### config.mk
export PLATFORM = sky130hd
export DESIGN_NAME = sensor_frame_receiver_flat
export DESIGN_NICKNAME = d
export VERILOG_FILES = /design/src/design/sfr_pkg.sv /design/src/design/sfr_rx_if.sv /design/src/design/sfr_frame_if.sv /design/src/design/sfr_front.sv /design/src/design/sfr_queue.sv /design/src/design/sfr_back.sv /design/src/design/sensor_frame_receiver.sv /design/src/flat_wrapper.sv
export VERILOG_INCLUDE_DIRS = /design/src /design/src/design
export SDC_FILE = /design/constraint.sdc
export NUM_CORES = 1
export LEC_CHECK = 0
export ABC_AREA = 0
export BUFFER_PORTS_ARGS = -buffer_cell sky130_fd_sc_hd__buf_2
export CAP_MARGIN = 20
export CORE_MARGIN = 5
export CORE_UTILIZATION = 45
export DETAILED_ROUTE_END_ITERATION = 6
export GPL_TIMING_DRIVEN = 0
export PLACE_DENSITY = 0.71
export SKIP_CTS_REPAIR_TIMING = 1
export SLEW_MARGIN = 25
export SYNTH_ARGS = -nofsm -noshare
export SYNTH_HDL_FRONTEND = slang
export SYNTH_SLANG_ARGS = --single-unit
### constraint.sdc
create_clock -name clk_i -period 8.9 [get_ports clk_i]
set_clock_uncertainty 0.2 [all_clocks]
set_input_delay 0.445 -clock clk_i [delete_from_list [all_inputs] [get_ports clk_i]]
set_output_delay 0.445 -clock clk_i [all_outputs]
set_load 0.03 [all_outputs]
### src/design/sensor_frame_receiver_macros.svh
// Assertion macros for the sensor frame receiver.
// Used by the top level; needs no other file.
`ifndef SENSOR_FRAME_RECEIVER_MACROS_SVH
`define SENSOR_FRAME_RECEIVER_MACROS_SVH

`ifndef ASSERT_OFF
// ante implies cons in the same cycle
`define SFR_ASSERT_IMP(lbl, clk, rstn, ante, cons) \
  lbl: assert property (@(posedge clk) disable iff (!rstn) (ante) |-> (cons)) \
    else $error("sfr assertion failed");
// ante implies cons in the next cycle
`define SFR_ASSERT_NXT(lbl, clk, rstn, ante, cons) \
  lbl: assert property (@(posedge clk) disable iff (!rstn) (ante) |=> (cons)) \
    else $error("sfr assertion failed");
`else
`define SFR_ASSERT_IMP(lbl, clk, rstn, ante, cons)
`define SFR_ASSERT_NXT(lbl, clk, rstn, ante, cons)
`endif

`endif

### src/design/sfr_pkg.sv
// Types and constants shared by the sensor frame receiver modules.
// No dependencies.
`timescale 1ns / 1ps
`default_nettype none
package sfr_pkg;

  typedef enum logic [2:0] {
    REG_HEADER = 3'd0,
    REG_LENGTH = 3'd1,
    REG_SKIP   = 3'd2,
    REG_ORIGIN = 3'd3,
    REG_TS_EN  = 3'd4
  } reg_idx_e;

  localparam int unsigned CfgIdxW  = 3;
  localparam int unsigned CfgDataW = 32;

  localparam logic [7:0]  HeaderRst = 8'd194;
  localparam logic [7:0]  LengthRst = 8'd31;
  localparam logic [15:0] SkipRst   = 16'd1000;
  localparam logic [31:0] OriginRst = 32'd0;
  localparam logic        TsEnRst   = 1'b1;

  localparam int unsigned MinFrameLen = 7;
  localparam int unsigned IndexReach  = 128;

  localparam int unsigned QueueDepth = 2;
  localparam int unsigned QPtrW      = $clog2(QueueDepth);

  typedef struct packed {
    logic [7:0]  header_byte;
    logic [7:0]  frame_length;
    logic [15:0] skip_limit;
    logic        ts_en;
  } front_cfg_t;

  typedef struct packed {
    logic        origin_wr;
    logic [31:0] tick_origin;
  } back_cfg_t;

  // classified frame byte, front to back
  typedef struct packed {
    logic [7:0]  frame_byte;
    logic [6:0]  byte_index;
    logic        eof;
    logic        good;
    logic        forced;
    logic        ext_req;
    logic [31:0] ticks;
  } entry_t;

  typedef struct packed {
    logic [7:0]  frame_byte;
    logic [6:0]  byte_index;
    logic        end_of_frame;
    logic        checksum_good;
    logic        header_forced;
    logic        ticks_valid;
    logic [63:0] extended_ticks;
  } result_t;

  typedef struct packed {
    logic full;
    logic empty;
  } queue_status_t;

endpackage
`default_nettype wire

### src/design/sfr_rx_if.sv
// Byte input channel of the sensor frame receiver.
// No dependencies.
`timescale 1ns / 1ps
`default_nettype none
interface sfr_rx_if;
  logic       valid;
  logic       ready;
  logic [7:0] rx_byte;

  modport source (output valid, output rx_byte, input ready);
  modport sink   (input valid, input rx_byte, output ready);
endinterface
`default_nettype wire

### src/design/sfr_frame_if.sv
// Frame byte output channel of the sensor frame receiver.
// No dependencies.
`timescale 1ns / 1ps
`default_nettype none
interface sfr_frame_if;
  logic        valid;
  logic        ready;
  logic [7:0]  frame_byte;
  logic [6:0]  byte_index;
  logic        end_of_frame;
  logic        checksum_good;
  logic        header_forced;
  logic        ticks_valid;
  logic [63:0] extended_ticks;

  modport source (output valid, output frame_byte, output byte_index, output end_of_frame,
                  output checksum_good, output header_forced, output ticks_valid,
                  output extended_ticks, input ready);
  modport sink   (input valid, input frame_byte, input byte_index, input end_of_frame,
                  input checksum_good, input header_forced, input ticks_valid,
                  input extended_ticks, output ready);
endinterface
`default_nettype wire

### src/design/sfr_front.sv
// Front end: header hunt, frame position, checksum and tick capture.
// Depends on sfr_pkg.
`timescale 1ns / 1ps
`default_nettype none
module sfr_front #(
  parameter int unsigned MaxFrame = 128
) (
  input  wire logic               clk_i,
  input  wire logic               rst_ni,
  input  wire sfr_pkg::front_cfg_t cfg_i,
  input  wire logic               acc_i,
  input  wire logic [7:0]         byte_i,
  output logic                    push_o,
  output sfr_pkg::entry_t         entry_o
);

  localparam int unsigned LenTop  =
      (MaxFrame > sfr_pkg::IndexReach) ? sfr_pkg::IndexReach : MaxFrame;
  localparam logic [7:0] LenTopB = 8'(LenTop);
  localparam logic [7:0] LenMinB = 8'(sfr_pkg::MinFrameLen);

  logic        in_frame_q, in_frame_d;
  logic [15:0] skip_q, skip_d;
  logic [6:0]  pos_q, pos_d;
  logic [15:0] sum_q, sum_d;
  logic [7:0]  trl_q, trl_d;
  logic [31:0] tick_q, tick_d;
  logic        forced_q, forced_d;

  logic [7:0]  len, pos8;
  logic [16:0] cnt;
  logic [15:0] lim;
  logic        start;

  always_comb begin
    priority if (cfg_i.frame_length < LenMinB) begin
      len = LenMinB;
    end else if (cfg_i.frame_length > LenTopB) begin
      len = LenTopB;
    end else begin
      len = cfg_i.frame_length;
    end
  end

  assign pos8 = {1'b0, pos_q};
  assign cnt  = {1'b0, skip_q} + 17'd1;
  assign lim  = (cfg_i.skip_limit == 16'd0) ? 16'd1 : cfg_i.skip_limit;

  always_comb begin
    in_frame_d = in_frame_q;
    skip_d     = skip_q;
    pos_d      = pos_q;
    sum_d      = sum_q;
    trl_d      = trl_q;
    tick_d     = tick_q;
    forced_d   = forced_q;
    start      = 1'b0;
    push_o     = 1'b0;
    entry_o    = '0;
    entry_o.frame_byte = byte_i;

    if (acc_i) begin
      if (!in_frame_q) begin
        priority if (byte_i == cfg_i.header_byte) begin
          start    = 1'b1;
          forced_d = 1'b0;
        end else if (cnt >= {1'b0, lim}) begin
          start    = 1'b1;
          forced_d = 1'b1;
        end else begin
          skip_d = cnt[15:0];
        end
        if (start) begin
          in_frame_d = 1'b1;
          skip_d     = '0;
          pos_d      = 7'd1;
          sum_d      = {8'd0, byte_i};
          tick_d     = '0;
          trl_d      = '0;
          push_o     = 1'b1;
          entry_o.forced = forced_d;
        end
      end else begin
        push_o             = 1'b1;
        entry_o.byte_index = pos_q;
        entry_o.forced     = forced_q;
        if (pos8 >= len - 8'd1) begin
          entry_o.eof     = 1'b1;
          entry_o.good    = (sum_q == {trl_q, byte_i});
          entry_o.ext_req = (sum_q == {trl_q, byte_i}) && cfg_i.ts_en;
          entry_o.ticks   = tick_q;
          in_frame_d      = 1'b0;
          pos_d           = '0;
          forced_d        = 1'b0;
        end else begin
          if (pos8 <= len - 8'd3) begin
            sum_d = sum_q + {8'd0, byte_i};
          end
          // four tick bytes sit just before the trailer
          if (pos8 >= len - 8'd6 && pos8 <= len - 8'd3) begin
            tick_d = {tick_q[23:0], byte_i};
          end
          if (pos8 == len - 8'd2) begin
            trl_d = byte_i;
          end
          pos_d = pos_q + 7'd1;
        end
      end
    end
  end

  always_ff @(posedge clk_i or negedge rst_ni) begin
    if (!rst_ni) begin
      in_frame_q <= 1'b0;
      skip_q     <= '0;
      pos_q      <= '0;
      sum_q      <= '0;
      trl_q      <= '0;
      tick_q     <= '0;
      forced_q   <= 1'b0;
    end else begin
      in_frame_q <= in_frame_d;
      skip_q     <= skip_d;
      pos_q      <= pos_d;
      sum_q      <= sum_d;
      trl_q      <= trl_d;
      tick_q     <= tick_d;
      forced_q   <= forced_d;
    end
  end

endmodule
`default_nettype wire

### src/design/sfr_queue.sv
// Short queue between front and back end.
// Depends on sfr_pkg.
`timescale 1ns / 1ps
`default_nettype none
module sfr_queue (
  input  wire logic                  clk_i,
  input  wire logic                  rst_ni,
  input  wire logic                  push_i,
  input  wire sfr_pkg::entry_t       data_i,
  input  wire logic                  pop_i,
  output sfr_pkg::entry_t            data_o,
  output sfr_pkg::queue_status_t     status_o
);

  localparam int unsigned CntW = sfr_pkg::QPtrW + 1;

  sfr_pkg::entry_t            mem_q [sfr_pkg::QueueDepth];
  logic [sfr_pkg::QPtrW-1:0]  wr_q, wr_d, rd_q, rd_d;
  logic [CntW-1:0]            cnt_q, cnt_d;

  assign status_o.full  = (cnt_q == CntW'(sfr_pkg::QueueDepth));
  assign status_o.empty = (cnt_q == '0);
  assign data_o         = mem_q[rd_q];

  always_comb begin
    wr_d  = push_i ? wr_q + 1'b1 : wr_q;
    rd_d  = pop_i ? rd_q + 1'b1 : rd_q;
    cnt_d = cnt_q + CntW'(push_i) - CntW'(pop_i);
  end

  always_ff @(posedge clk_i) begin
    if (push_i) begin
      mem_q[wr_q] <= data_i;
    end
  end

  always_ff @(posedge clk_i or negedge rst_ni) begin
    if (!rst_ni) begin
      wr_q  <= '0;
      rd_q  <= '0;
      cnt_q <= '0;
    end else begin
      wr_q  <= wr_d;
      rd_q  <= rd_d;
      cnt_q <= cnt_d;
    end
  end

endmodule
`default_nettype wire

### src/design/sfr_back.sv
// Back end: wrap tracking, tick extension and the output register.
// Depends on sfr_pkg.
`timescale 1ns / 1ps
`default_nettype none
module sfr_back (
  input  wire logic               clk_i,
  input  wire logic               rst_ni,
  input  wire sfr_pkg::back_cfg_t cfg_i,
  input  wire logic               entry_valid_i,
  input  wire sfr_pkg::entry_t    entry_i,
  output logic                    pop_o,
  output logic                    res_valid_o,
  output sfr_pkg::result_t        res_o,
  input  wire logic               res_ready_i
);

  logic             valid_q, valid_d;
  sfr_pkg::result_t res_q, res_d;
  logic [31:0]      wrap_q, wrap_d, prev_q, prev_d, wrap_new;

  assign pop_o       = entry_valid_i && (!valid_q || res_ready_i);
  assign res_valid_o = valid_q;
  assign res_o       = res_q;

  assign wrap_new = (entry_i.ticks < prev_q) ? wrap_q + 32'd1 : wrap_q;

  always_comb begin
    wrap_d  = wrap_q;
    prev_d  = prev_q;
    res_d   = res_q;
    valid_d = valid_q && !res_ready_i;

    if (cfg_i.origin_wr) begin
      wrap_d = '0;
      prev_d = cfg_i.tick_origin;
    end else if (pop_o) begin
      valid_d              = 1'b1;
      res_d.frame_byte     = entry_i.frame_byte;
      res_d.byte_index     = entry_i.byte_index;
      res_d.end_of_frame   = entry_i.eof;
      res_d.checksum_good  = entry_i.good;
      res_d.header_forced  = entry_i.forced;
      res_d.ticks_valid    = entry_i.ext_req;
      res_d.extended_ticks = '0;
      if (entry_i.ext_req) begin
        wrap_d = wrap_new;
        prev_d = entry_i.ticks;
        res_d.extended_ticks = {wrap_new, entry_i.ticks} - {32'd0, cfg_i.tick_origin};
      end
    end
  end

  always_ff @(posedge clk_i) begin
    res_q <= res_d;
  end

  always_ff @(posedge clk_i or negedge rst_ni) begin
    if (!rst_ni) begin
      valid_q <= 1'b0;
      wrap_q  <= '0;
      prev_q  <= sfr_pkg::OriginRst;
    end else begin
      valid_q <= valid_d;
      wrap_q  <= wrap_d;
      prev_q  <= prev_d;
    end
  end

endmodule
`default_nettype wire

### src/design/sensor_frame_receiver.sv
// Sensor frame receiver: header hunt, 16-bit additive checksum, tick extension.
// Rate: one byte per cycle while the queue has room, set by the front end's combinational classification.
// Channels: rx_i takes one serial byte per item (valid/ready). frame_o gives
//   one item per frame byte; bytes dropped while hunting for the header give
//   none. Each item carries the byte, its index (header is 0), and on the last
//   byte the checksum verdict and, when enabled and the checksum is good, the 64-bit extended ticks.
// Config: cfg_we_i/cfg_idx_i/cfg_wdata_i write registers 0..4 (header,
//   length, skip limit, tick origin, timestamp enable); write only while idle.
//   Writing the tick origin also clears the wrap count.
// Path: a byte accepted on rx_i is written into the queue, then into the back end
//   output register, from which it shows on frame_o.
// Throughput: one item per cycle while frame_o takes its items; rx_i stays ready while the
//   two-entry queue has room, so it keeps taking bytes while a result waits.
// Stall: when frame_o is not taken, the back end holds its output register,
//   the queue fills, and rx_i drops ready after two more items.
// Reset: asynchronous, active low; registers take their defaults, hunt mode,
//   wrap count and previous ticks cleared. No clearing pass.
// Depends on sfr_pkg, sfr_rx_if, sfr_frame_if, sfr_front, sfr_queue, sfr_back
//   and the assertion macro header.
`timescale 1ns / 1ps
`default_nettype none
`include "sensor_frame_receiver_macros.svh"
module sensor_frame_receiver #(
  parameter int unsigned MAX_FRAME = 128
) (
  input  wire logic                          clk_i,
  input  wire logic                          rst_ni,
  sfr_rx_if.sink                             rx_i,
  sfr_frame_if.source                        frame_o,
  input  wire logic                          cfg_we_i,
  input  wire logic [sfr_pkg::CfgIdxW-1:0]   cfg_idx_i,
  input  wire logic [sfr_pkg::CfgDataW-1:0]  cfg_wdata_i
);

  // configuration registers
  logic [7:0]  header_q, length_q;
  logic [15:0] skip_q;
  logic [31:0] origin_q;
  logic        ts_en_q;

  sfr_pkg::front_cfg_t    front_cfg;
  sfr_pkg::back_cfg_t     back_cfg;
  sfr_pkg::entry_t        push_entry, head_entry;
  sfr_pkg::queue_status_t q_status;
  sfr_pkg::result_t       res;
  logic                   rx_acc, push, pop, res_valid;

  always_ff @(posedge clk_i or negedge rst_ni) begin
    if (!rst_ni) begin
      header_q <= sfr_pkg::HeaderRst;
      length_q <= sfr_pkg::LengthRst;
      skip_q   <= sfr_pkg::SkipRst;
      origin_q <= sfr_pkg::OriginRst;
      ts_en_q  <= sfr_pkg::TsEnRst;
    end else if (cfg_we_i) begin
      unique case (sfr_pkg::reg_idx_e'(cfg_idx_i))
        sfr_pkg::REG_HEADER: header_q <= cfg_wdata_i[7:0];
        sfr_pkg::REG_LENGTH: length_q <= cfg_wdata_i[7:0];
        sfr_pkg::REG_SKIP:   skip_q   <= cfg_wdata_i[15:0];
        sfr_pkg::REG_ORIGIN: origin_q <= cfg_wdata_i[31:0];
        sfr_pkg::REG_TS_EN:  ts_en_q  <= cfg_wdata_i[0];
        default: ;  // unmapped index, ignored
      endcase
    end
  end

  assign front_cfg.header_byte  = header_q;
  assign front_cfg.frame_length = length_q;
  assign front_cfg.skip_limit   = skip_q;
  assign front_cfg.ts_en        = ts_en_q;

  // origin write restarts wrap tracking in the back end; on the write cycle
  // the new origin goes straight through, otherwise the stored one is used
  assign back_cfg.origin_wr   = cfg_we_i &&
                                (sfr_pkg::reg_idx_e'(cfg_idx_i) == sfr_pkg::REG_ORIGIN);
  assign back_cfg.tick_origin = back_cfg.origin_wr ? cfg_wdata_i[31:0] : origin_q;

  assign rx_i.ready = !q_status.full;
  assign rx_acc     = rx_i.valid && rx_i.ready;

  sfr_front #(
    .MaxFrame (MAX_FRAME)
  ) u_front (
    .clk_i   (clk_i),
    .rst_ni  (rst_ni),
    .cfg_i   (front_cfg),
    .acc_i   (rx_acc),
    .byte_i  (rx_i.rx_byte),
    .push_o  (push),
    .entry_o (push_entry)
  );

  sfr_queue u_queue (
    .clk_i    (clk_i),
    .rst_ni   (rst_ni),
    .push_i   (push),
    .data_i   (push_entry),
    .pop_i    (pop),
    .data_o   (head_entry),
    .status_o (q_status)
  );

  sfr_back u_back (
    .clk_i         (clk_i),
    .rst_ni        (rst_ni),
    .cfg_i         (back_cfg),
    .entry_valid_i (!q_status.empty),
    .entry_i       (head_entry),
    .pop_o         (pop),
    .res_valid_o   (res_valid),
    .res_o         (res),
    .res_ready_i   (frame_o.ready)
  );

  assign frame_o.valid          = res_valid;
  assign frame_o.frame_byte     = res.frame_byte;
  assign frame_o.byte_index     = res.byte_index;
  assign frame_o.end_of_frame   = res.end_of_frame;
  assign frame_o.checksum_good  = res.checksum_good;
  assign frame_o.header_forced  = res.header_forced;
  assign frame_o.ticks_valid    = res.ticks_valid;
  assign frame_o.extended_ticks = res.extended_ticks;

  // verdict fields only on the last byte; extension implies a good checksum
  `SFR_ASSERT_IMP(a_mid_clean, clk_i, rst_ni, res_valid && !res.end_of_frame, !res.checksum_good && !res.ticks_valid)
  `SFR_ASSERT_IMP(a_ext_good, clk_i, rst_ni, res_valid && res.ticks_valid, res.checksum_good)
  `SFR_ASSERT_IMP(a_ext_zero, clk_i, rst_ni, res_valid && !res.ticks_valid, res.extended_ticks == 64'd0)
  // a byte taken from an empty queue would be a lost or invented item
  `SFR_ASSERT_IMP(a_pop_nonempty, clk_i, rst_ni, pop, !q_status.empty)
  `SFR_ASSERT_NXT(a_push_fill, clk_i, rst_ni, push && !pop, !q_status.empty)

endmodule
`default_nettype wire
### src/flat_wrapper.sv
// flat-port wrapper written by rule: the top's interface ports become plain ports
module sensor_frame_receiver_flat 
#(
  parameter int unsigned MAX_FRAME = 128
)
  (clk_i, rst_ni, cfg_we_i, cfg_idx_i, cfg_wdata_i, rx_i_valid, rx_i_rx_byte, rx_i_ready, frame_o_valid, frame_o_frame_byte, frame_o_byte_index, frame_o_end_of_frame, frame_o_checksum_good, frame_o_header_forced, frame_o_ticks_valid, frame_o_extended_ticks, frame_o_ready);
  sfr_rx_if rx_i_i ();
  sfr_frame_if frame_o_i ();
  input  wire logic clk_i;
  input  wire logic rst_ni;
  input  wire logic cfg_we_i;
  input  wire logic [sfr_pkg::CfgIdxW-1:0] cfg_idx_i;
  input  wire logic [sfr_pkg::CfgDataW-1:0] cfg_wdata_i;
  input wire logic [$bits(rx_i_i.valid)-1:0] rx_i_valid;
  input wire logic [$bits(rx_i_i.rx_byte)-1:0] rx_i_rx_byte;
  output wire logic [$bits(rx_i_i.ready)-1:0] rx_i_ready;
  output wire logic [$bits(frame_o_i.valid)-1:0] frame_o_valid;
  output wire logic [$bits(frame_o_i.frame_byte)-1:0] frame_o_frame_byte;
  output wire logic [$bits(frame_o_i.byte_index)-1:0] frame_o_byte_index;
  output wire logic [$bits(frame_o_i.end_of_frame)-1:0] frame_o_end_of_frame;
  output wire logic [$bits(frame_o_i.checksum_good)-1:0] frame_o_checksum_good;
  output wire logic [$bits(frame_o_i.header_forced)-1:0] frame_o_header_forced;
  output wire logic [$bits(frame_o_i.ticks_valid)-1:0] frame_o_ticks_valid;
  output wire logic [$bits(frame_o_i.extended_ticks)-1:0] frame_o_extended_ticks;
  input wire logic [$bits(frame_o_i.ready)-1:0] frame_o_ready;
  assign rx_i_i.valid = rx_i_valid;
  assign rx_i_i.rx_byte = rx_i_rx_byte;
  assign rx_i_ready = rx_i_i.ready;
  assign frame_o_valid = frame_o_i.valid;
  assign frame_o_frame_byte = frame_o_i.frame_byte;
  assign frame_o_byte_index = frame_o_i.byte_index;
  assign frame_o_end_of_frame = frame_o_i.end_of_frame;
  assign frame_o_checksum_good = frame_o_i.checksum_good;
  assign frame_o_header_forced = frame_o_i.header_forced;
  assign frame_o_ticks_valid = frame_o_i.ticks_valid;
  assign frame_o_extended_ticks = frame_o_i.extended_ticks;
  assign frame_o_i.ready = frame_o_ready;
  sensor_frame_receiver #(.MAX_FRAME(MAX_FRAME)) u_core (.clk_i(clk_i), .rst_ni(rst_ni), .rx_i(rx_i_i), .frame_o(frame_o_i), .cfg_we_i(cfg_we_i), .cfg_idx_i(cfg_idx_i), .cfg_wdata_i(cfg_wdata_i));
endmodule
# Word level (Yosys, flattened, before mapping)
# Memory sizes are Yosys's and may differ from the RTL's.
# Cells that the tools add are included.
[op_classes]
add_sub_neg = 13
n_lt_le_gt_ge = 7
n_eq_ne = 15
n_mux = 53
bitwise = 2
n_reduce_logical = 30
[op_table]
columns = ["operator", "count"]
rows = [
  ["$mux 32", 12],
  ["$mux 16", 8],
  ["$mux 33", 2],
  ["$sub 64x32->64", 1],
  ["$mux 8", 6],
  ["$mux 43", 1],
  ["$add 32x1->32 const B", 1],
  ["$lt 32x32->1", 1],
  ["$mux 7", 3],
  ["$mux 1", 19],
  ["$reduce_and 2->1", 9],
  ["$add 16x1->17 const B", 1],
  ["$ge 17x16->1", 1],
  ["$add 16x8->16", 1],
  ["$eq 16x16->1", 1],
  ["$ge 7x8->1", 2],
  ["$logic_not 16->1", 1],
  ["$reduce_and 4->1", 4],
  ["$sub 8x2->8 const B", 2],
  ["$ne 2x1->1 const B", 6],
  ["$mux 9", 1],
  ["$eq 7x8->1", 1],
  ["$eq 8x8->1", 1],
  ["$gt 8x8->1 const B", 1],
  ["other kinds (21)", 34],
]
[word_totals]
register_bits = 298
ram_bits = 102
out_inout_bits = 85
word_cells = 146
n_memories = 1
[memory_table]
columns = ["memory", "depth", "width", "read_ports", "rd_clocked_by_memory_dff", "wr", "line", "source"]
rows = [
  ["u_core.u_queue.mem_q", 2, 51, 1, 0, 1, "sfr_queue.sv:17", "sfr_pkg::entry_t mem_q [sfr_pkg::QueueDepth];"],
]

# Logic depth before layout (Yosys ltp)
# Gate-level depths: netlist (run 1).
[depth]
word_depth = 12
depth_mapped = 21
depth_no_buf = 20

# Cells and area by module
# From an unflattened synthesis (run 1), not the netlist that was laid out.
[unflattened]
cells_unflattened = 2182
area_unflattened_um2 = 23541.3
[modules_own_cells]
columns = ["module", "n_inst", "cells_per_inst", "area_per_inst_um2", "seq_area_each_um2"]
rows = [
  ["sfr_back", 1, 1138, 10243.6, 4119.0],
  ["sfr_front", 1, 689, 6019.5, 2026.9],
  ["sfr_queue", 1, 174, 4129.0, 3163.0],
  ["sensor_frame_receiver", 1, 181, 3149.3, 1645.3],
]

# Worst setup path after synthesis (run 1)
# OpenSTA, ideal clock, no wires.
[synth_timing]
path_type = "register to register"
start = "register u_core.u_front.skip_q[0]"
end = "memory u_core.u_queue.mem_q[0][0] in the netlist's numbering, enable pin"
arrival_ps = 5530
required_ps = 8240
setup_slack_ps = 2710
path_stages_with_launch = 17
path_buffers = 0
synth_period_minus_slack_ps = 6190
path_cell_list = "dfrtp_1 ha_1 and3_1 nand3_1 nor2_1 nand4_1 xnor2_1 ha_1 nand4_1 or2_2 nor3_1 a311o_1 nor3_1 a21oi_1 o31a_1 clkinv_1 nor2_1"
[synth_via]
elab_chain_cells = 11
[synth_rtl]
columns = ["item", "line", "source"]
rows = [
  ["start: declaration", "sfr_front.sv:23", "logic [15:0] skip_q, skip_d;"],
  ["start signal: assignment", "sfr_front.sv:123", "skip_q <= skip_d;"],
  ["$add 16x1->17", "sfr_front.sv:46", "assign cnt = {1'b0, skip_q} + 17'd1;"],
  ["$ge 17x16->1", "sfr_front.sv:67", "end else if (cnt >= {1'b0, lim}) begin"],
  ["$mux 1", "sfr_front.sv:67", ""],
  ["$mux 1", "sfr_front.sv:64", "priority if (byte_i == cfg_i.header_byte) begin"],
  ["$mux 1", "sfr_front.sv:63", "if (!in_frame_q) begin"],
  ["$mux 1", "sfr_front.sv:62", "if (acc_i) begin"],
  ["$mux 1", "sfr_front.sv:73", "if (start) begin"],
  ["$mux 1", "sfr_front.sv:63", ""],
  ["$mux 1", "sfr_front.sv:62", ""],
  ["$mux 1", "sfr_queue.sv:32", "if (push_i) begin"],
  ["$mux 1 (implied by the code)", "sfr_queue.sv:33", "mem_q[wr_q] <= data_i;"],
  ["end: declaration", "sfr_queue.sv:17", ""],
]
# Every way passes these cells. The select of a mux whose other input is x is not followed.

# Worst setup path in the final report (run 1)
[layout_timing]
start = "register u_core.length_q[5]"
end = "register u_core.u_front.tick_q[19]"
[layout_via]
elab_chain_cells = 8
word_cells_on_any_way = 14
cone_classes = "3 x add/sub; 5 x order compare; 2 x eq/ne; 2 x mux; 2 x reduce/logical"
[layout_rtl]
columns = ["item", "line", "source"]
rows = [
  ["start: declaration", "sensor_frame_receiver.sv:36", "logic [7:0] header_q, length_q;"],
  ["start signal: assignment", "sensor_frame_receiver.sv:51", "length_q <= sfr_pkg::LengthRst;"],
  ["start signal: assignment", "sensor_frame_receiver.sv:58", "sfr_pkg::REG_LENGTH: length_q <= cfg_wdata_i[7:0];"],
  ["$gt 8x8->1", "sfr_front.sv:38", "end else if (cfg_i.frame_length > LenTopB) begin"],
  ["$mux 8", "sfr_front.sv:38", ""],
  ["$mux 8 *", "sfr_front.sv:36", "priority if (cfg_i.frame_length < LenMinB) begin"],
  ["$sub 8x3->8 / $sub 8x2->8 (equally long branches)", "sfr_front.sv:100", "if (pos8 >= len - 8'd6 && pos8 <= len - 8'd3) begin"],
  ["$ge 7x8->1 / $le 7x8->1 (equally long branches)", "sfr_front.sv:100", ""],
  ["$logic_and 1x1->1", "sfr_front.sv:100", ""],
  ["$ne 2x1->1 (no line)", "n/a", ""],
  ["$reduce_and 4->1 (no line) *", "n/a", ""],
  ["end signal: assignment", "sfr_front.sv:127", "tick_q <= tick_d;"],
  ["end: declaration", "sfr_front.sv:27", "logic [31:0] tick_q, tick_d;"],
]
# Mark *: on every way between the ends. The rest lies on a longest branch, timed or not.
# A chain may end at the register's enable or synchronous reset.

==> results of run 1 <==
[where the power goes]
part	leakage (µW)	switching (µW)	internal, µW
clock network	0.000728	783	1120
registers	0.00451	222	2530
logic	0.00608	2500	1410
[layout make-up]
class,count,area share [%]
Buffer,100,1.56
Clock buffer,51,4.45
Multi-Input combinational cell,1583,41.0
Sequential cell,400,42.1
Inverter,125,1.80
Clock inverter,33,1.36
Tap cell,672,3.23
Timing Repair Buffer,173,4.57
[per-stage QoR]
stage	std cells	utilization (%)	power (µW)	hold slack [ns]
after floorplan	2208	-	5520	-0.0506
after global placement	3012	48.2	6520	0.264
after detailed placement	3020	48.6	6650	0.232
after CTS	3104	51.7	8590	-0.403
after global routing	3137	52.3	9130	0.00606
final	3137	52.3	8570	-0.0198
[state kept, by name, summed over array words and instances, names as in the netlist]
register,flops
u_core.origin_q,32
u_core.u_back.res_o,83
u_core.header_q,8
u_core.u_front.pos_q,7
u_core.u_front.trl_q,8
u_core.skip_q,16
u_core.u_back.prev_q,32
u_core.u_front.skip_q,16
u_core.u_front.in_frame_q,1
u_core.length_q,8
u_core.u_front.forced_q,1
u_core.u_queue.cnt_q,2
u_core.u_back.res_valid_o,1
u_core.u_front.sum_q,16
u_core.u_front.tick_q,32
u_core.u_queue.wr_q,1
u_core.u_queue.rd_q,1
u_core.ts_en_q,1
u_core.u_back.wrap_q,32
u_core.u_queue.mem_q,102
[synthesized netlist by cell type, types with 68 or more instances]
| library cell | n | area (µm²) |
|---|---|---|
| sky130_fd_sc_hd__nand2_1 | 277 | 1040 |
| sky130_fd_sc_hd__dfrtp_1 | 200 | 5000 |
| sky130_fd_sc_hd__edfxtp_1 | 185 | 5560 |
| sky130_fd_sc_hd__nor2_1 | 146 | 548 |
| sky130_fd_sc_hd__o21ai_0 | 129 | 646 |
| sky130_fd_sc_hd__inv_1 | 123 | 462 |
| sky130_fd_sc_hd__ha_1 | 118 | 1480 |
| sky130_fd_sc_hd__xnor2_1 | 98 | 858 |
| sky130_fd_sc_hd__mux2i_1 | 92 | 921 |
| sky130_fd_sc_hd__a21oi_1 | 85 | 425 |
| sky130_fd_sc_hd__clkbuf_1 | 81 | 304 |
| sky130_fd_sc_hd__and3_1 | 68 | 425 |
[worst reg2reg max path, stage by stage (launching register included)]
cell                       delay [ns]
sky130_fd_sc_hd__dfrtp_1         0.38
sky130_fd_sc_hd__clkbuf_1        0.22
sky130_fd_sc_hd__nor4_1          0.82
sky130_fd_sc_hd__nor2_1          0.12
sky130_fd_sc_hd__nor2_1          0.34
sky130_fd_sc_hd__inv_1           0.23
sky130_fd_sc_hd__ha_1            0.30
sky130_fd_sc_hd__inv_1           0.13
sky130_fd_sc_hd__a21oi_1         0.10
sky130_fd_sc_hd__xor2_1          0.18
sky130_fd_sc_hd__ha_1            0.29
sky130_fd_sc_hd__o21a_1          0.11
sky130_fd_sc_hd__o21a_1          0.11
sky130_fd_sc_hd__o21ai_0         0.10
sky130_fd_sc_hd__a31oi_1         0.57
sky130_fd_sc_hd__o21ai_0         0.36
sky130_fd_sc_hd__nor2_1          0.48
sky130_fd_sc_hd__or3_1           0.23
sky130_fd_sc_hd__clkbuf_1        0.28
sky130_fd_sc_hd__buf_2           0.36
sky130_fd_sc_hd__mux2i_1         0.26
[metal layers]
layer / GRT usage (%) / up-vias / routed length (µm)
met5: 0 / - / 0
met4: 6.33 / 0 / 1530
met3: 3.05 / 100 / 3150
met2: 35.5 / 491 / 28000
met1: 29.1 / 8526 / 26100
li1: - / 8278 / -
[cell usage in the layout (no fill, tap or decap), types with 14 or more instances in the layout]
master	n
sky130_fd_sc_hd__a21o_1	26
sky130_fd_sc_hd__a21oi_1	85
sky130_fd_sc_hd__a31oi_1	17
sky130_fd_sc_hd__and2_1	46
sky130_fd_sc_hd__and3_1	68
sky130_fd_sc_hd__buf_2	140
sky130_fd_sc_hd__clkbuf_1	86
sky130_fd_sc_hd__clkbuf_16	45
sky130_fd_sc_hd__dfrtp_1	200
sky130_fd_sc_hd__dfstp_2	15
sky130_fd_sc_hd__dlygate4sd3_1	33
sky130_fd_sc_hd__edfxtp_1	185
sky130_fd_sc_hd__ha_1	118
sky130_fd_sc_hd__inv_1	123
sky130_fd_sc_hd__mux2_2	66
sky130_fd_sc_hd__mux2i_1	92
sky130_fd_sc_hd__nand2_1	277
sky130_fd_sc_hd__nand2b_1	22
sky130_fd_sc_hd__nand3_1	53
sky130_fd_sc_hd__nand4_1	33
sky130_fd_sc_hd__nor2_1	144
sky130_fd_sc_hd__nor2b_1	15
sky130_fd_sc_hd__nor3_1	46
sky130_fd_sc_hd__nor4_1	25
sky130_fd_sc_hd__o21a_1	14
sky130_fd_sc_hd__o21ai_0	129
sky130_fd_sc_hd__or3_1	16
sky130_fd_sc_hd__xnor2_1	98
sky130_fd_sc_hd__xor2_1	50
[how the worst max path moves through the flow]
stage	start	to	slack, ns	depth (start not counted)
after floorplan	u_core.u_front.skip_q[0]	u_core.u_queue.mem_q[0][0]	2.71	16
after global placement	u_core.u_front.skip_q[0]	u_core.u_queue.mem_q[0][17]	0.70	16
after detailed placement	cfg_we_i	u_core.u_back.res_o[59]	2.70	18
after CTS	u_core.length_q[5]	u_core.u_front.tick_q[19]	2.72	20
after global routing	u_core.length_q[5]	u_core.u_front.tick_q[19]	2.03	20
final	u_core.length_q[5]	u_core.u_front.tick_q[19]	2.62	20
[kinds of logic after synthesis]
family / Yosys count
AO/OA/AOI/OAI: 359
XOR/XNOR: 148
adder cells (fa/ha/maj): 120
buffers and inverters: 225
flip-flops: 400
multiplexers: 159
AND/OR/NAND/NOR: 797
==> impl_metrics.ini, run 1 <==
[outcome]
status = complete, but fails checks
failed_checks = hold timing

[cts]
cts_htree_levels = 2
cts_num_sinks = 400
cts.reportedPaths.clkPinSlew_ns = 0.06
clk_buf_depth = 3
numCtsBuffers = 45
clock_tree_from_tritoncts = yes
clk_root_buffer_cell = sky130_fd_sc_hd__clkbuf_16
clkLatencyLatePin_ns = 0.59

[grt]
globalRoute.totalOverflow = 0
global_route.usage.total_pct = 21.3
grt_pass1_wl_um = 93100
maximum_number_of_pins_on_one_net_before_global_route_repair = 84
first_global_vias = 17072
grt_antenna_before_repair = 2

[place]
dp_hpwl_um = 43800
globalplace.congestion = 0.925
pre_cts_slack_ns = 2.70
io_buffer_count = 132
placed_cell_area_mm2 = 0.0242

[timing]
achievable-frequency_ghz = 0.159
final.hold.worst_slack_ns = -0.0198
unrepaired_setup_endpoints_after_global_routing = false
setup-violations-final = 0
finalCritPeriodShare_pct = 70.5
totalNegativeSetupSlack_ns = 0
tightest_slew_ns = 0.923
final_hold_viol_count = 3
finalMaxSlewViolations = 0
slew-limit-headroom_pct = 37.9
final.setup.worst_slack_ns = 2.62
fin_crit_ns = 6.28

[synth]
async_flop_share_pct = 53.8
syn_nets = 2376
yosys_register_bits = 400
adder_cell_fraction_of_synth_area_pct = 6.75
synth.avg_cell_area_um2 = 10.2
complex_gate_fraction_of_the_synthesized_area_pct = 9.90
number_of_synthesized_flops_with_an_enable_pin = 185
synth_sequential_area_ratio_pct = 48.7
yosys_warnings = 0
ys_dominant_reg_cell = sky130_fd_sc_hd__dfrtp_1
yosys.area_share.simple_pct = 17.5
post_synth_xor_area_fraction_pct = 5.77
synth_cell_types = 85
combinational_family_with_the_most_area_after_synthesis = simple AND/OR/NAND/NOR gates
mappedNetlistArea_mm2 = 0.0225
muxShareOfSynthArea_pct = 7.50
cells_after_synthesis = 2208

[floorplanning]
height_of_the_die_um = 234
core-area_mm2 = 0.0498
die_w_um = 234
initial_utilization_pct = 45.2
dieArea_mm2 = 0.0545
placementRows = 82
num_io_pins = 133

[finish]
nets_final = 2596
antenna_cells_inserted = 0
area_of_the_multi_input_gates_mm2 = 0.0107
fin_area_mm2 = 0.0260
synthToLayoutAreaGrowth_pct = 15.9
fill_cells = 4417
drive_gt1_share_pct = 13.8
regArea_mm2 = 0.0110

[detailed_routing]
wl_um = 58800
drt_first_pass_iters = 5
avgRoutedWirePerCell_um = 18.7
remaining_drc_errors = 0
antenna_violating_nets_post_route = 0
vias = 17395
via_cell_ratio = 5.55
drt-initial-drc-count = 1508

[worst_hold_path]
min_path_type = in -> reg
hold-path-cell-count = 3
hold_end = u_core.u_back.res_valid_o
hp-start = frame_o_ready

[critical_path]
crit_path_end_kind = flop
r2r_start = u_core.length_q[5]
critical-path-top-delay-family = simple AND/OR/NAND/NOR gates
worst_reg2reg_path_length_in_cells = 20
critPathBufInv = 5
crit_path_cell_trace = clkbuf_1, nor4_1, nor2_1, nor2_1, inv_1, ha_1, inv_1, a21oi_1, xor2_1, ha_1, o21a_1, o21a_1, o21ai_0, a31oi_1, o21ai_0, nor2_1, or3_1, clkbuf_1, buf_2, mux2i_1
regToRegEndpoint = u_core.u_front.tick_q[19]
path_class = reg -> reg
critical_path_peak_fanout = 10
critical-path-top-cell-by-count = sky130_fd_sc_hd__nor2_1
rrSetupSlack_ns = 2.62
timing.critical_path.required_ns = 9.18
timing.critical_path.arrival_ns = 6.56
slowest_delay_ns = 0.82
crit_slowest_cell = sky130_fd_sc_hd__nor4_1
crit_path_start_kind = flop

[power]
irDropWorstVdd_mv = 0.144
total_leakage_power_uw = 0.0113
power_per_cell_area_mw_per_mm2 = 329

[job]
drv_cap = 0
Power figures use the tool's default switching activity.
==> run 2: changes to the inputs <==
--- a/config.mk
+++ b/config.mk
@@ -6,7 +6,7 @@
 export SDC_FILE = /design/constraint.sdc
 export NUM_CORES = 1
 export LEC_CHECK = 0
-export ABC_AREA = 0
+export ABC_AREA = 1
 export BUFFER_PORTS_ARGS = -buffer_cell sky130_fd_sc_hd__buf_2
 export CAP_MARGIN = 20
 export CORE_MARGIN = 5
==> constraint.sdc (replaced) <==
create_clock -name clk_i -period 6.3 [get_ports clk_i]
set_clock_uncertainty 0.2 [all_clocks]
set_input_delay 0.315 -clock clk_i [delete_from_list [all_inputs] [get_ports clk_i]]
set_output_delay 0.315 -clock clk_i [all_outputs]
set_load 0.03 [all_outputs]
==> impl_metrics.ini, run 2 <==
[outcome]
status = complete, no violations

[cts]
cts.reportedPaths.clkPinSlew_ns = 0.06
clock_tree_from_tritoncts = yes
cts_num_sinks = 400
cts_htree_levels = 2
clk_buf_depth = 3
clkLatencyLatePin_ns = 0.60
numCtsBuffers = 45
clk_root_buffer_cell = sky130_fd_sc_hd__clkbuf_16

[critical_path]
crit_path_start_kind = input port
critical_path_peak_fanout = 10
regToRegEndpoint = u_core.u_back.res_o[57]
critical-path-top-delay-family = buffers and inverters
rrSetupSlack_ns = 1.34
crit_path_end_kind = flop
path_class = in -> reg
slowest_delay_ns = 0.53
crit_path_cell_trace = dlygate4sd3_1, buf_2, nand3_1, inv_1, clkbuf_1, buf_1, o21ai_0, fa_1, o21ai_0, a21oi_1, o21ai_1, inv_1, o21ai_0, nand2_1, nand2_1, a21oi_1, inv_1, nand3_1, nand2_1, nor2_1, xor2_1, nor2_1
timing.critical_path.arrival_ns = 5.96
r2r_start = u_core.u_queue.rd_q
worst_reg2reg_path_length_in_cells = 26
critPathBufInv = 7
timing.critical_path.required_ns = 6.40
crit_slowest_cell = sky130_fd_sc_hd__dlygate4sd3_1

[power]
total_leakage_power_uw = 0.0122
power_per_cell_area_mw_per_mm2 = 567
irDropWorstVdd_mv = 0.325
finalPower_uw = 15000

[floorplanning]
height_of_the_die_um = 235
core-area_mm2 = 0.0500
num_io_pins = 133
initial_utilization_pct = 45.4
die_w_um = 235
placementRows = 82
dieArea_mm2 = 0.0550

[synth]
mappedNetlistArea_mm2 = 0.0227
synth_cell_types = 58
yosys_warnings = 0
netlist.area_leader.share_pct = 24.5
ys_dominant_reg_cell = sky130_fd_sc_hd__dfrtp_1
number_of_synthesized_flops_with_an_enable_pin = 185
synth.top_cells.by_area = sky130_fd_sc_hd__edfxtp_1 24%, sky130_fd_sc_hd__dfrtp_1 22%, sky130_fd_sc_hd__nand2_1 12%
yosys_register_bits = 400
async_flop_share_pct = 53.8
synth.largest_area_cell = sky130_fd_sc_hd__edfxtp_1
post_synth_most_frequent_cells = 733 x sky130_fd_sc_hd__nand2_1, 380 x sky130_fd_sc_hd__inv_1, 242 x sky130_fd_sc_hd__nor2_1
synthMostInstantiatedCell = sky130_fd_sc_hd__nand2_1
cells_after_synthesis = 2753
syn_nets = 2921
synth.avg_cell_area_um2 = 8.24
synth_sequential_area_ratio_pct = 48.3

[detailed_routing]
wl_um = 64100
drt_first_pass_iters = 6
vias = 19452
via_cell_ratio = 5.26
antenna_violating_nets_post_route = 0
avgRoutedWirePerCell_um = 17.3
remaining_drc_errors = 0
drt-initial-drc-count = 1653

[timing]
tightest_slew_ns = 0.954
unrepaired_setup_endpoints_after_global_routing = false
achievable-frequency_ghz = 0.171
final_hold_viol_count = 0
slew-limit-headroom_pct = 36.4
finalCritPeriodShare_pct = 92.9
setup-violations-final = 0
fin_crit_ns = 5.85
finalMaxSlewViolations = 0

[place]
globalplace.congestion = 0.935
dp_hpwl_um = 48800
placed_cell_area_mm2 = 0.0245
io_buffer_count = 132

[worst_hold_path]
hp-start = rx_i_valid
hold_end = u_core.u_front.in_frame_q
hold-path-cell-count = 4
min_path_type = in -> reg

[finish]
fill_cells = 4538
layout.cells.most_common = sky130_fd_sc_hd__nand2_1
regArea_mm2 = 0.0110
drive_gt1_share_pct = 10.8
area_of_the_multi_input_gates_mm2 = 0.00994
antenna_cells_inserted = 0
largest_reg_flops = 102
largest_register_by_flop_count = u_core.u_queue.mem_q
fin_area_mm2 = 0.0265
nets_final = 3157
synthToLayoutAreaGrowth_pct = 16.7
layout_common_cells = 733 x sky130_fd_sc_hd__nand2_1, 380 x sky130_fd_sc_hd__inv_1, 239 x sky130_fd_sc_hd__nor2_1, 200 x sky130_fd_sc_hd__dfrtp_1, 199 x sky130_fd_sc_hd__o21ai_0

[grt]
global_route.usage.total_pct = 22.9
grt_antenna_before_repair = 0
first_global_vias = 19043
maximum_number_of_pins_on_one_net_before_global_route_repair = 87
grt_pass1_wl_um = 99900
globalRoute.totalOverflow = 0

[job]
drv_cap = 0
-- run 2: cell count changes in the layout (fill, tap and decap cells not counted), moves of 56 or more --
cell | before | now
sky130_fd_sc_hd__nand2_1 | 277 | 733
sky130_fd_sc_hd__inv_1 | 123 | 380
sky130_fd_sc_hd__nor2_1 | 144 | 239
sky130_fd_sc_hd__a21oi_1 | 85 | 141
sky130_fd_sc_hd__xnor2_1 | 98 | 5
sky130_fd_sc_hd__o21ai_0 | 129 | 199
sky130_fd_sc_hd__and3_1 | 68 | 2
sky130_fd_sc_hd__mux2_2 | 66 | 0
sky130_fd_sc_hd__mux2i_1 | 92 | 0
-- run 2: logic make-up (layout without fill, tap and decap cells) --
logic type               after synthesis  in the layout  share of synthesized area, %
flip-flops                           400            400                          48.3
buffers and inverters                473            746                          8.00
adder cells (fa/ha/maj)              120            120                          6.68
XOR/XNOR                              72             72                          2.78
AND/OR/NAND/NOR                     1196           1196                          22.0
AO/OA/AOI/OAI                        492            492                          12.2
-- run 2: metal layers --
metal / GRT usage [%] / vias up / share of wire (%)
met5: 0 / - / 0
met2: 39.1 / 626 / 48
met3: 3.04 / 145 / 5.3
met4: 9.23 / 0 / 4.4
li1: - / 9507 / -
met1: 29.6 / 9174 / 42
-- run 2: power breakdown --
part	total (µW)	switching, µW	leakage [µW]	internal, µW
Combinational	8100	5620	0.00696	2480
Clock	2700	1120	0.000754	1580
Sequential	4210	467	0.00451	3740
-- run 2: per-stage QoR --
step	util [%]	setup slack [ns]	hold WS, ns	instances	setup TNS, ns
after floorplan	-	0.715	-0.181	2753	0
after global placement	48.4	-1.55	0.258	3557	-232.57
after detailed placement	49.0	0.358	0.165	3567	0
after CTS	52.0	0.929	-0.465	3651	0
after global routing	53.0	0.178	0.0401	3698	0
final	53.0	0.448	0.00646	3698	0
-- run 2: how the worst max path moves through the flow --
stage | cells past startpoint | from | slack (ns) | endpoint
5_1_grt | 22 | cfg_idx_i[0] | 0.18 | u_core.u_back.res_o[50]
4_1_cts | 22 | cfg_idx_i[2] | 0.93 | u_core.u_back.res_o[50]
3_5_place_dp | 22 | cfg_idx_i[2] | 0.36 | u_core.u_back.res_o[50]
2_1_floorplan | 23 | u_core.u_front.skip_q[0] | 0.72 | u_core.u_queue.mem_q[1][0]
6_report | 22 | cfg_idx_i[0] | 0.45 | u_core.u_back.res_o[50]
3_3_place_gp | 7 | cfg_we_i | -1.55 | u_core.u_back.res_o[22]
-- run 2: layout make-up --
class | instances | share of cell area [%]
plain buffers | 74 | 1.19
clock buffers | 62 | 4.89
clock inverters | 22 | 0.884
inverters | 399 | 5.67
multi-input cells | 1880 | 37.5
flip-flops and latches | 400 | 41.4
well taps | 672 | 3.18
repair buffers | 189 | 5.27
-- run 2: worst reg2reg max path, cell delays in order (launching register included) --
cell and delay (ns):
sky130_fd_sc_hd__dfrtp_1 0.36, sky130_fd_sc_hd__buf_4 0.17, sky130_fd_sc_hd__inv_4 0.09, sky130_fd_sc_hd__clkbuf_1 0.34
sky130_fd_sc_hd__clkbuf_1 0.42, sky130_fd_sc_hd__nand2_1 0.11, sky130_fd_sc_hd__nand2_1 0.18, sky130_fd_sc_hd__ha_1 0.28
sky130_fd_sc_hd__a21oi_1 0.16, sky130_fd_sc_hd__nor2_1 0.06, sky130_fd_sc_hd__a211oi_1 0.18, sky130_fd_sc_hd__nand2_1 0.08
sky130_fd_sc_hd__nand2_1 0.09, sky130_fd_sc_hd__nand2_1 0.11, sky130_fd_sc_hd__nand2_4 0.16, sky130_fd_sc_hd__nand2_4 0.13
sky130_fd_sc_hd__buf_6 0.19, sky130_fd_sc_hd__nand2_1 0.06, sky130_fd_sc_hd__nand2_1 0.11, sky130_fd_sc_hd__nor2_1 0.31
sky130_fd_sc_hd__nand2_1 0.16, sky130_fd_sc_hd__inv_1 0.15, sky130_fd_sc_hd__nand2_1 0.09, sky130_fd_sc_hd__nor2_1 0.25
sky130_fd_sc_hd__nand3_1 0.11, sky130_fd_sc_hd__nand2_1 0.07, sky130_fd_sc_hd__a21oi_1 0.06
